## config.mk

```make
export PLATFORM = sky130hd
export DESIGN_NAME = periodic_task_timer_table
export DESIGN_NICKNAME = d
export VERILOG_FILES = /design/src/rtl/core/ptt_pkg.sv /design/src/rtl/core/ptt_ram.sv /design/src/rtl/core/periodic_task_timer_table.sv
export SDC_FILE = /design/constraint.sdc
export NUM_CORES = 2
export LEC_CHECK = 0
export BUFFER_PORTS_ARGS = -buffer_cell sky130_fd_sc_hd__buf_2
export CELL_PAD_IN_SITES_DETAIL_PLACEMENT = 0
export CELL_PAD_IN_SITES_GLOBAL_PLACEMENT = 1
export CORE_MARGIN = 2
export CORE_UTILIZATION = 59
export DETAILED_ROUTE_END_ITERATION = 12
export PLACE_DENSITY_LB_ADDON = 0.08
export SLEW_MARGIN = 20
export SYNTH_ARGS = -nofsm -noshare
export SYNTH_HDL_FRONTEND = slang
export SYNTH_SLANG_ARGS = --single-unit
```

## constraint.sdc

```tcl
create_clock -name clk -period 11.45 [get_ports clk]
set_input_delay 2.29 -clock clk [delete_from_list [all_inputs] [get_ports clk]]
set_output_delay 2.29 -clock clk [all_outputs]
set_load 0.02 [all_outputs]
```

## src/rtl/core/ptt_pkg.sv

```systemverilog
// Package for the periodic task timer table: transfer structs, slot record,
// function and event codes. No dependencies.
`timescale 1ns / 1ps

package ptt_pkg;

  localparam logic [1:0] FUNC_CREATE = 2'd0;
  localparam logic [1:0] FUNC_DELETE = 2'd1;
  localparam logic [1:0] FUNC_TICK   = 2'd2;
  localparam logic [1:0] FUNC_NONE   = 2'd3;

  localparam logic [2:0] EV_CREATED   = 3'd0;
  localparam logic [2:0] EV_DELETED   = 3'd1;
  localparam logic [2:0] EV_NOT_FOUND = 3'd2;
  localparam logic [2:0] EV_FULL      = 3'd3;
  localparam logic [2:0] EV_FIRED     = 3'd4;
  localparam logic [2:0] EV_IDLE      = 3'd5;

  typedef struct packed {
    logic [1:0]  func;
    logic [30:0] period_ms;
    logic [30:0] first_delay_ms;
    logic [31:0] target_id;
  } item_t;

  typedef struct packed {
    logic [2:0]  event_kind;
    logic [31:0] timer_id;
    logic        rearmed;
    logic        last_result;
  } result_t;

  // One table entry as held in the slot memory.
  typedef struct packed {
    logic [31:0] id;
    logic [31:0] due;
    logic [30:0] period;
  } slot_t;

endpackage

```

## src/rtl/core/ptt_ram.sv

```systemverilog
// Generic single-write, single-read RAM with registered read data.
// Read data holds while no read is requested. No dependencies.
`timescale 1ns / 1ps

module ptt_ram #(
  parameter int WIDTH = 95,
  parameter int DEPTH = 16
) (
  input  logic                     clk,
  input  logic                     we,
  input  logic [$clog2(DEPTH)-1:0] waddr,
  input  logic [WIDTH-1:0]         wdata,
  input  logic                     re,
  input  logic [$clog2(DEPTH)-1:0] raddr,
  output logic [WIDTH-1:0]         rdata
);

  logic [WIDTH-1:0] mem [DEPTH];

  always_ff @(posedge clk) begin
    if (we) begin
      mem[waddr] <= wdata;
    end
    if (re) begin
      rdata <= mem[raddr];
    end
  end

endmodule

```

## src/rtl/core/periodic_task_timer_table.sv

```systemverilog
// Top level of the periodic task timer table: sequencer, shared adder and slot
// scan. Depends on ptt_pkg and ptt_ram.
`timescale 1ns / 1ps

// A table of TIMER_SLOTS one-shot and periodic timers. Present an item on
// "item" with start high while busy is low; that edge is the transfer. Func
// create takes the lowest free slot, delete removes the lowest slot holding
// target_id, tick advances the millisecond count and fires every due timer in
// ascending slot order; func three is taken and ignored. Results come out on
// "result" for exactly one cycle each, marked by result_strobe; there is no
// way to stall them, so the receiver must take every strobed transfer. The
// final result of an item carries last_result. Slot records live in one
// memory with a registered read port and are visited one slot per cycle,
// except during a re-arm, by a read pipeline; a single 32-bit adder serves
// now+delay, the wrap-aware due test (now - due) and the re-arm sum. A
// create or delete ends at the first free or matching slot, or after a full
// scan (table full or id not found); a tick scans every slot and makes an
// extra pass per re-armed periodic timer, since the re-arm sum needs its own
// adder pass and slot write; busy is high all along. No reset sweep is needed.
module periodic_task_timer_table #(
  parameter int TIMER_SLOTS = 16
) (
  input  logic            clk,
  input  logic            rst,
  input  logic            start,
  input  ptt_pkg::item_t  item,
  output logic            busy,
  output logic            result_strobe,
  output ptt_pkg::result_t result
);

  localparam int IW = $clog2(TIMER_SLOTS);
  localparam int CW = $clog2(TIMER_SLOTS + 1);
  localparam logic [CW-1:0] SLOTS_C = CW'(TIMER_SLOTS);

  localparam logic [1:0] ST_IDLE  = 2'd0;
  localparam logic [1:0] ST_SCAN  = 2'd1;
  localparam logic [1:0] ST_REARM = 2'd2;

  logic [1:0]             state, state_next;
  ptt_pkg::item_t         item_q;
  logic [31:0]            now_ms;
  logic [31:0]            next_id, next_id_next;
  logic [TIMER_SLOTS-1:0] slot_valid;

  // Scan pipeline: issue counter feeds the read port, check stage trails it.
  logic [CW-1:0]          issue_cnt, issue_next;
  logic                   chk_vld, chk_vld_next;
  logic [IW-1:0]          chk_idx, chk_idx_next;

  // Fire result held back one step so the final one can be marked.
  logic                   pend_vld, pend_vld_next;
  logic [31:0]            pend_id, pend_id_next;
  logic                   pend_rearm, pend_rearm_next;

  ptt_pkg::slot_t         hold;
  logic [IW-1:0]          hold_idx;
  logic                   hold_load;

  logic                   ram_we, ram_re;
  logic [IW-1:0]          ram_waddr, ram_raddr;
  ptt_pkg::slot_t         ram_wdata, rd_slot;
  logic [$bits(ptt_pkg::slot_t)-1:0] rd_raw;

  logic                   vset, vclr;
  logic                   strobe_next;
  ptt_pkg::result_t       res_next;

  logic [31:0]            alu_b, alu_sum;
  logic                   alu_cin;
  logic                   accept;

  assign accept  = start && (state == ST_IDLE);
  assign busy    = (state != ST_IDLE);
  assign rd_slot = ptt_pkg::slot_t'(rd_raw);

  ptt_ram #(
    .WIDTH($bits(ptt_pkg::slot_t)),
    .DEPTH(TIMER_SLOTS)
  ) u_slot_ram (
    .clk  (clk),
    .we   (ram_we),
    .waddr(ram_waddr),
    .wdata(ram_wdata),
    .re   (ram_re),
    .raddr(ram_raddr),
    .rdata(rd_raw)
  );

  // Shared adder: re-arm sum, create due time, or now - due for the due test.
  always_comb begin
    if (state == ST_REARM) begin
      alu_b   = {1'b0, hold.period};
      alu_cin = 1'b0;
    end else if (item_q.func == ptt_pkg::FUNC_CREATE) begin
      alu_b   = {1'b0, item_q.first_delay_ms};
      alu_cin = 1'b0;
    end else begin
      alu_b   = ~rd_slot.due;
      alu_cin = 1'b1;
    end
  end

  assign alu_sum = now_ms + alu_b + {31'b0, alu_cin};

  // Sequencer.
  always_comb begin
    state_next      = state;
    issue_next      = issue_cnt;
    chk_vld_next    = chk_vld;
    chk_idx_next    = chk_idx;
    pend_vld_next   = pend_vld;
    pend_id_next    = pend_id;
    pend_rearm_next = pend_rearm;
    next_id_next    = next_id;
    hold_load       = 1'b0;
    ram_we          = 1'b0;
    ram_waddr       = chk_idx;
    ram_wdata       = '0;
    ram_re          = 1'b0;
    ram_raddr       = issue_cnt[IW-1:0];
    vset            = 1'b0;
    vclr            = 1'b0;
    strobe_next     = 1'b0;
    res_next        = '0;

    case (state)
      ST_IDLE: begin
        if (accept && (item.func != ptt_pkg::FUNC_NONE)) begin
          state_next    = ST_SCAN;
          issue_next    = '0;
          chk_vld_next  = 1'b0;
          pend_vld_next = 1'b0;
        end
      end

      ST_SCAN: begin
        // Advance the read side one slot per cycle.
        if (issue_cnt != SLOTS_C) begin
          ram_re       = 1'b1;
          issue_next   = issue_cnt + CW'(1);
          chk_vld_next = 1'b1;
          chk_idx_next = issue_cnt[IW-1:0];
        end else begin
          chk_vld_next = 1'b0;
        end

        if (chk_vld) begin
          case (item_q.func)
            ptt_pkg::FUNC_CREATE: begin
              if (!slot_valid[chk_idx]) begin
                ram_we       = 1'b1;
                ram_wdata    = '{id: next_id, due: alu_sum, period: item_q.period_ms};
                vset         = 1'b1;
                next_id_next = next_id + 32'd1;
                strobe_next  = 1'b1;
                res_next     = '{event_kind: ptt_pkg::EV_CREATED, timer_id: next_id,
                                 rearmed: 1'b0, last_result: 1'b1};
                state_next   = ST_IDLE;
              end
            end
            ptt_pkg::FUNC_DELETE: begin
              if (slot_valid[chk_idx] && (rd_slot.id == item_q.target_id)) begin
                vclr        = 1'b1;
                strobe_next = 1'b1;
                res_next    = '{event_kind: ptt_pkg::EV_DELETED, timer_id: item_q.target_id,
                                rearmed: 1'b0, last_result: 1'b1};
                state_next  = ST_IDLE;
              end
            end
            ptt_pkg::FUNC_TICK: begin
              if (slot_valid[chk_idx] && !alu_sum[31]) begin
                // Release the previous fire, hold this one back.
                if (pend_vld) begin
                  strobe_next = 1'b1;
                  res_next    = '{event_kind: ptt_pkg::EV_FIRED, timer_id: pend_id,
                                  rearmed: pend_rearm, last_result: 1'b0};
                end
                pend_vld_next   = 1'b1;
                pend_id_next    = rd_slot.id;
                pend_rearm_next = (rd_slot.period != 31'd0);
                if (rd_slot.period != 31'd0) begin
                  hold_load  = 1'b1;
                  state_next = ST_REARM;
                end else begin
                  vclr = 1'b1;
                end
              end
            end
            default: begin
              state_next = ST_IDLE;
            end
          endcase
        end else if (issue_cnt == SLOTS_C) begin
          // Scan exhausted: report the closing result (a tick's held fire, if any) and clear the hold.
          strobe_next   = 1'b1;
          state_next    = ST_IDLE;
          pend_vld_next = 1'b0;
          case (item_q.func)
            ptt_pkg::FUNC_CREATE: begin
              res_next = '{event_kind: ptt_pkg::EV_FULL, timer_id: 32'd0,
                           rearmed: 1'b0, last_result: 1'b1};
            end
            ptt_pkg::FUNC_DELETE: begin
              res_next = '{event_kind: ptt_pkg::EV_NOT_FOUND, timer_id: 32'd0,
                           rearmed: 1'b0, last_result: 1'b1};
            end
            default: begin
              if (pend_vld) begin
                res_next = '{event_kind: ptt_pkg::EV_FIRED, timer_id: pend_id,
                             rearmed: pend_rearm, last_result: 1'b1};
              end else begin
                res_next = '{event_kind: ptt_pkg::EV_IDLE, timer_id: 32'd0,
                             rearmed: 1'b0, last_result: 1'b1};
              end
            end
          endcase
        end
      end

      ST_REARM: begin
        // Read port idles so the next slot's data holds; write the new due time.
        ram_we     = 1'b1;
        ram_waddr  = hold_idx;
        ram_wdata  = '{id: hold.id, due: alu_sum, period: hold.period};
        state_next = ST_SCAN;
      end

      default: begin
        state_next = ST_IDLE;
      end
    endcase
  end

  always_ff @(posedge clk) begin
    if (rst) begin
      state         <= ST_IDLE;
      now_ms        <= '0;
      next_id       <= '0;
      slot_valid    <= '0;
      issue_cnt     <= '0;
      chk_vld       <= 1'b0;
      pend_vld      <= 1'b0;
      result_strobe <= 1'b0;
    end else begin
      state         <= state_next;
      next_id       <= next_id_next;
      issue_cnt     <= issue_next;
      chk_vld       <= chk_vld_next;
      pend_vld      <= pend_vld_next;
      result_strobe <= strobe_next;
      if (accept && (item.func == ptt_pkg::FUNC_TICK)) begin
        now_ms <= now_ms + 32'd1;
      end
      if (vset) begin
        slot_valid[chk_idx] <= 1'b1;
      end else if (vclr) begin
        slot_valid[chk_idx] <= 1'b0;
      end
    end
  end

  always_ff @(posedge clk) begin
    chk_idx    <= chk_idx_next;
    pend_id    <= pend_id_next;
    pend_rearm <= pend_rearm_next;
    result     <= res_next;
    if (accept) begin
      item_q <= item;
    end
    if (hold_load) begin
      hold     <= rd_slot;
      hold_idx <= chk_idx;
    end
  end

  // A held-back fire never survives past the end of its tick.
  a_pend_cleared: assert property (@(posedge clk) disable iff (rst)
    !busy |-> !pend_vld)
    else $error("pending fire left over while idle");

  // A re-arm pass always returns to the scan.
  a_rearm_returns: assert property (@(posedge clk) disable iff (rst)
    (state == ST_REARM) |=> (state == ST_SCAN))
    else $error("re-arm did not return to scan");

  // The slot memory is written only while an item is in progress.
  a_write_busy: assert property (@(posedge clk) disable iff (rst)
    ram_we |-> busy)
    else $error("slot write while idle");

  // An idle tick result is always final and carries no id.
  a_idle_final: assert property (@(posedge clk) disable iff (rst)
    (result_strobe && (result.event_kind == ptt_pkg::EV_IDLE)) |->
      (result.last_result && (result.timer_id == 32'd0)))
    else $error("idle result malformed");

  // An ignored item produces no transfer.
  a_none_silent: assert property (@(posedge clk) disable iff (rst)
    (accept && (item.func == ptt_pkg::FUNC_NONE)) |=> !result_strobe)
    else $error("result after ignored item");

endmodule

```

==> run metrics <==
final sum of negative setup slack=0 ps; total CTS buffers=188; delay of the slowest cell on the worst path=roughly 830 ps; fraction of power consumed by sequential logic=53.0%; outcome=completed; H-Tree Level Count=4; Area contributors post-synth=sky130_fd_sc_hd__edfxtp_1 72%, sky130_fd_sc_hd__mux4_2 14%, sky130_fd_sc_hd__dfxtp_1 3.4%; post-synthesis to final-layout area growth=12.06%; cell area after layout=0.08442 sq mm; leading cell type in the layout, fill and taps excluded=sky130_fd_sc_hd__edfxtp_1; width of the chip=361.3 um; Switching Share=23.24%; required time of the critical path=11860 ps; number of rows in the core area=131; post-route antenna net violation count=0; Non-Filler Instances=5744; Worst Clk Skew=26.24 ps; kind of start point of the critical path=register; Iter 0 DRT Violations=4556; num ports=138; family with the most delay on the worst path=compound AO/OA/AOI/OAI gates; EDFF count, synth=1815; Mapped Nets=3834; maximum ir drop on the vdd rail=around 0.15 mV; power consumption=0.01531 W; wire length of the first global-routing pass=266900 um; pin count of the biggest net entering global routing=111; most used cells in the layout excluding fill and tap cells=1815 x sky130_fd_sc_hd__edfxtp_1, 477 x sky130_fd_sc_hd__mux4_2, 191 x sky130_fd_sc_hd__clkbuf_16; hold-fix buffer count after cts=0; Post-Syn Area=0.07534 sq mm; clock-pin transition on the worst setup and hold timing paths=~60 ps; Tmin final=5909 ps; Buffers on Ports=137; share of the cycle needed by the critical path after routing=51.61%; share of flip-flops with an asynchronous set or reset after synthesis=0%; dominant register cell in the synthesized netlist=sky130_fd_sc_hd__edfxtp_1; Max Transition Viols Final=0; synthesis warning total=0; leakage power of the design=22.13 nW; power per cell area=181.3 mW/mm^2; share of total power in the clock network=39.3%; layout cell share with drive strength beyond 1=25.02%; sum of buffers and inverters on the critical path=2; placement-stage cell area=between 0.07 and 0.08 sq mm; count of state elements after synthesis=~1900; number of setup violations in the final report=0; nets=slightly above 4000; crit path max fanout=67; cell internal pwr=0.01175 W; number of placed instances, taps included=5391; Crit Path Class=register to register; GP Congestion=0.8814; unrepaired setup endpoints after global routing=false; synthesized netlist cell count=about 3700; largest area contributor in the synthesized netlist=sky130_fd_sc_hd__edfxtp_1; initial core utilization=between 50% and 60%; initial antenna violation count=5; HP Class=register to register; Root Buffer Master=sky130_fd_sc_hd__clkbuf_16; clock sink count=1942; Vias=37960; clock tree from TritonCTS=done; Max-Slew Margin vs Limit=20.68%; vias in the first global route=38060; quantity of gates resized following cts=0; Routed WL=184200 um; Die Footprint=~0.13 sq mm; Synth top area share=72.35%; Slowest-stage cell, CP=sky130_fd_sc_hd__buf_4; core area=0.1272 sq mm; buffers inserted during post-CTS setup optimization=0; number of failing hold endpoints at the final stage=0; remaining design rule violation count=0; Detail Placement HPWL=99390 um; number of different library cells in the post-synthesis netlist=72; vias per inst=6.609; critical path endpoint category=register; maximum buffer depth of the clock tree=3; data arrival time of the critical path=6320 ps; wire length per cell after detailed routing=~32 um; switching pwr=0.003558 W; Worst Tran Pin Value=1190 ps; height of the die=around 360 um; max capacitance violation total=0; proportion of synthesized chip area in sequential cells=between 70% and 80%; maximum achievable frequency=0.1692 GHz; syn avg cell area=about 20 sq um; total congestion overflow after global routing=0; cells along the critical path=inv_1 > ha_4 > nand2_1 > o21ai_0 > ha_1 > nand4_1 > a211oi_1 > o2111ai_1 > nand3_1 > a21boi_1 > xnor2_1 > and3_4 > buf_4; first drt pass iteration count=6; Worst-Skew Late Latency=~820 ps; total routing resource utilization after global routing=28.62%; part of the total power dissipated in combinational logic=under 10%
## per-layer routing
| metal | routed length, um | vias up | part of all wire (%) | global-route usage (%) |
|---|---|---|---|---|
| li1 | - | 15700 | - | - |
| met1 | 75850 | 20190 | 41 | 42.49 |
| met2 | 89500 | 1783 | 49 | 45.09 |
| met3 | 14120 | 290 | 7.7 | 4.500 |
| met4 | 4680 | 2 | 2.5 | 7.998 |
| met5 | 13 | - | 0.0071 | 0 |
## power groups by stage
| stage | logic [W] | clock network (W) | registers, W |
|---|---|---|---|
| after floorplan | 0.000852 | 0 | 0.00814 |
| after global routing | 0.00128 | 0.00636 | 0.00812 |
| final | 0.00119 | 0.00601 | 0.00811 |
| after CTS | 0.00121 | 0.00610 | 0.00811 |
| after detailed placement | 0.00120 | 0 | 0.00826 |
| after global placement | 0.00119 | 0 | 0.00826 |
## flip-flops by register name (all words and copies together), names as in the netlist, named ones only
name,cells
chk_idx,4
chk_vld,1
hold,63
hold_idx,4
issue_cnt,5
item_q,96
next_id,32
now_ms,32
pend_id,32
pend_rearm,1
pend_vld,1
result,37
result_strobe,1
state,2
u_slot_ram.mem,1520
u_slot_ram.rdata,95
## Yosys cell counts (all sizes together), types with 22 or more instances
cell type and n:
buf 50, nor2b 42, mux4 479, xnor2 28, nor3 26, edfxtp 1815, nor2 169, nand3 45
nor4 22, a21oi 76, clkbuf 132, dfxtp 127, nand4 22, xor2 80, a22oi 68, o2bb2ai 33
a21boi 32, ha 42, o21ai 69, nand2 137, inv 29
## worst paths after layout
check	start	end	slack, ps	cells past startpoint
worst max-delay path	state[0]$_SDFFE_PP0P_	hold[15]$_DFFE_PP_	5540	13
worst min-delay path	pend_id[0]$_DFFE_PP_	result[2]$_SDFF_PN0_	450	1
worst max register to register	state[0]$_SDFFE_PP0P_	hold[15]$_DFFE_PP_	5540	13
worst min register to register	pend_id[0]$_DFFE_PP_	result[2]$_SDFF_PN0_	450	1
## kinds of logic after synthesis
| kind of cell | synth area share (%) |
|---|---|
| buf+inv | 1.098 |
| flops | 75.72 |
| compound gates | 3.244 |
| mux | 14.41 |
| xor+xnor | 1.266 |
| simple gates | 3.513 |
| fa+ha+maj | 0.7507 |
## through the flow
step           setup slack (ps)  util, %  hold WS, ps
3_5_place_dp               5587    61.62        433.4
3_3_place_gp               5644    61.60        431.7
6_report                   5541    66.37        448.4
5_1_grt                    5243    66.37        464.5
4_1_cts                    5578    66.35        444.9
2_1_floorplan              4783        -        406.4
## final cells by class
| cell class | instances | area, sq um |
|---|---|---|
| Sequential cell | 1942 | 57060 |
| Fill cell | 8233 | 42770 |
| Multi-Input combinational cell | 1538 | 17680 |
| Clock buffer | 258 | 5161 |
| Tap cell | 1662 | 2079 |
| Timing Repair Buffer | 220 | 1471 |
| Clock inverter | 94 | 852.1 |
| Inverter | 29 | 111.4 |
| Antenna cell | 1 | 2.502 |
No activity file was read; power rests on OpenSTA's default activity.
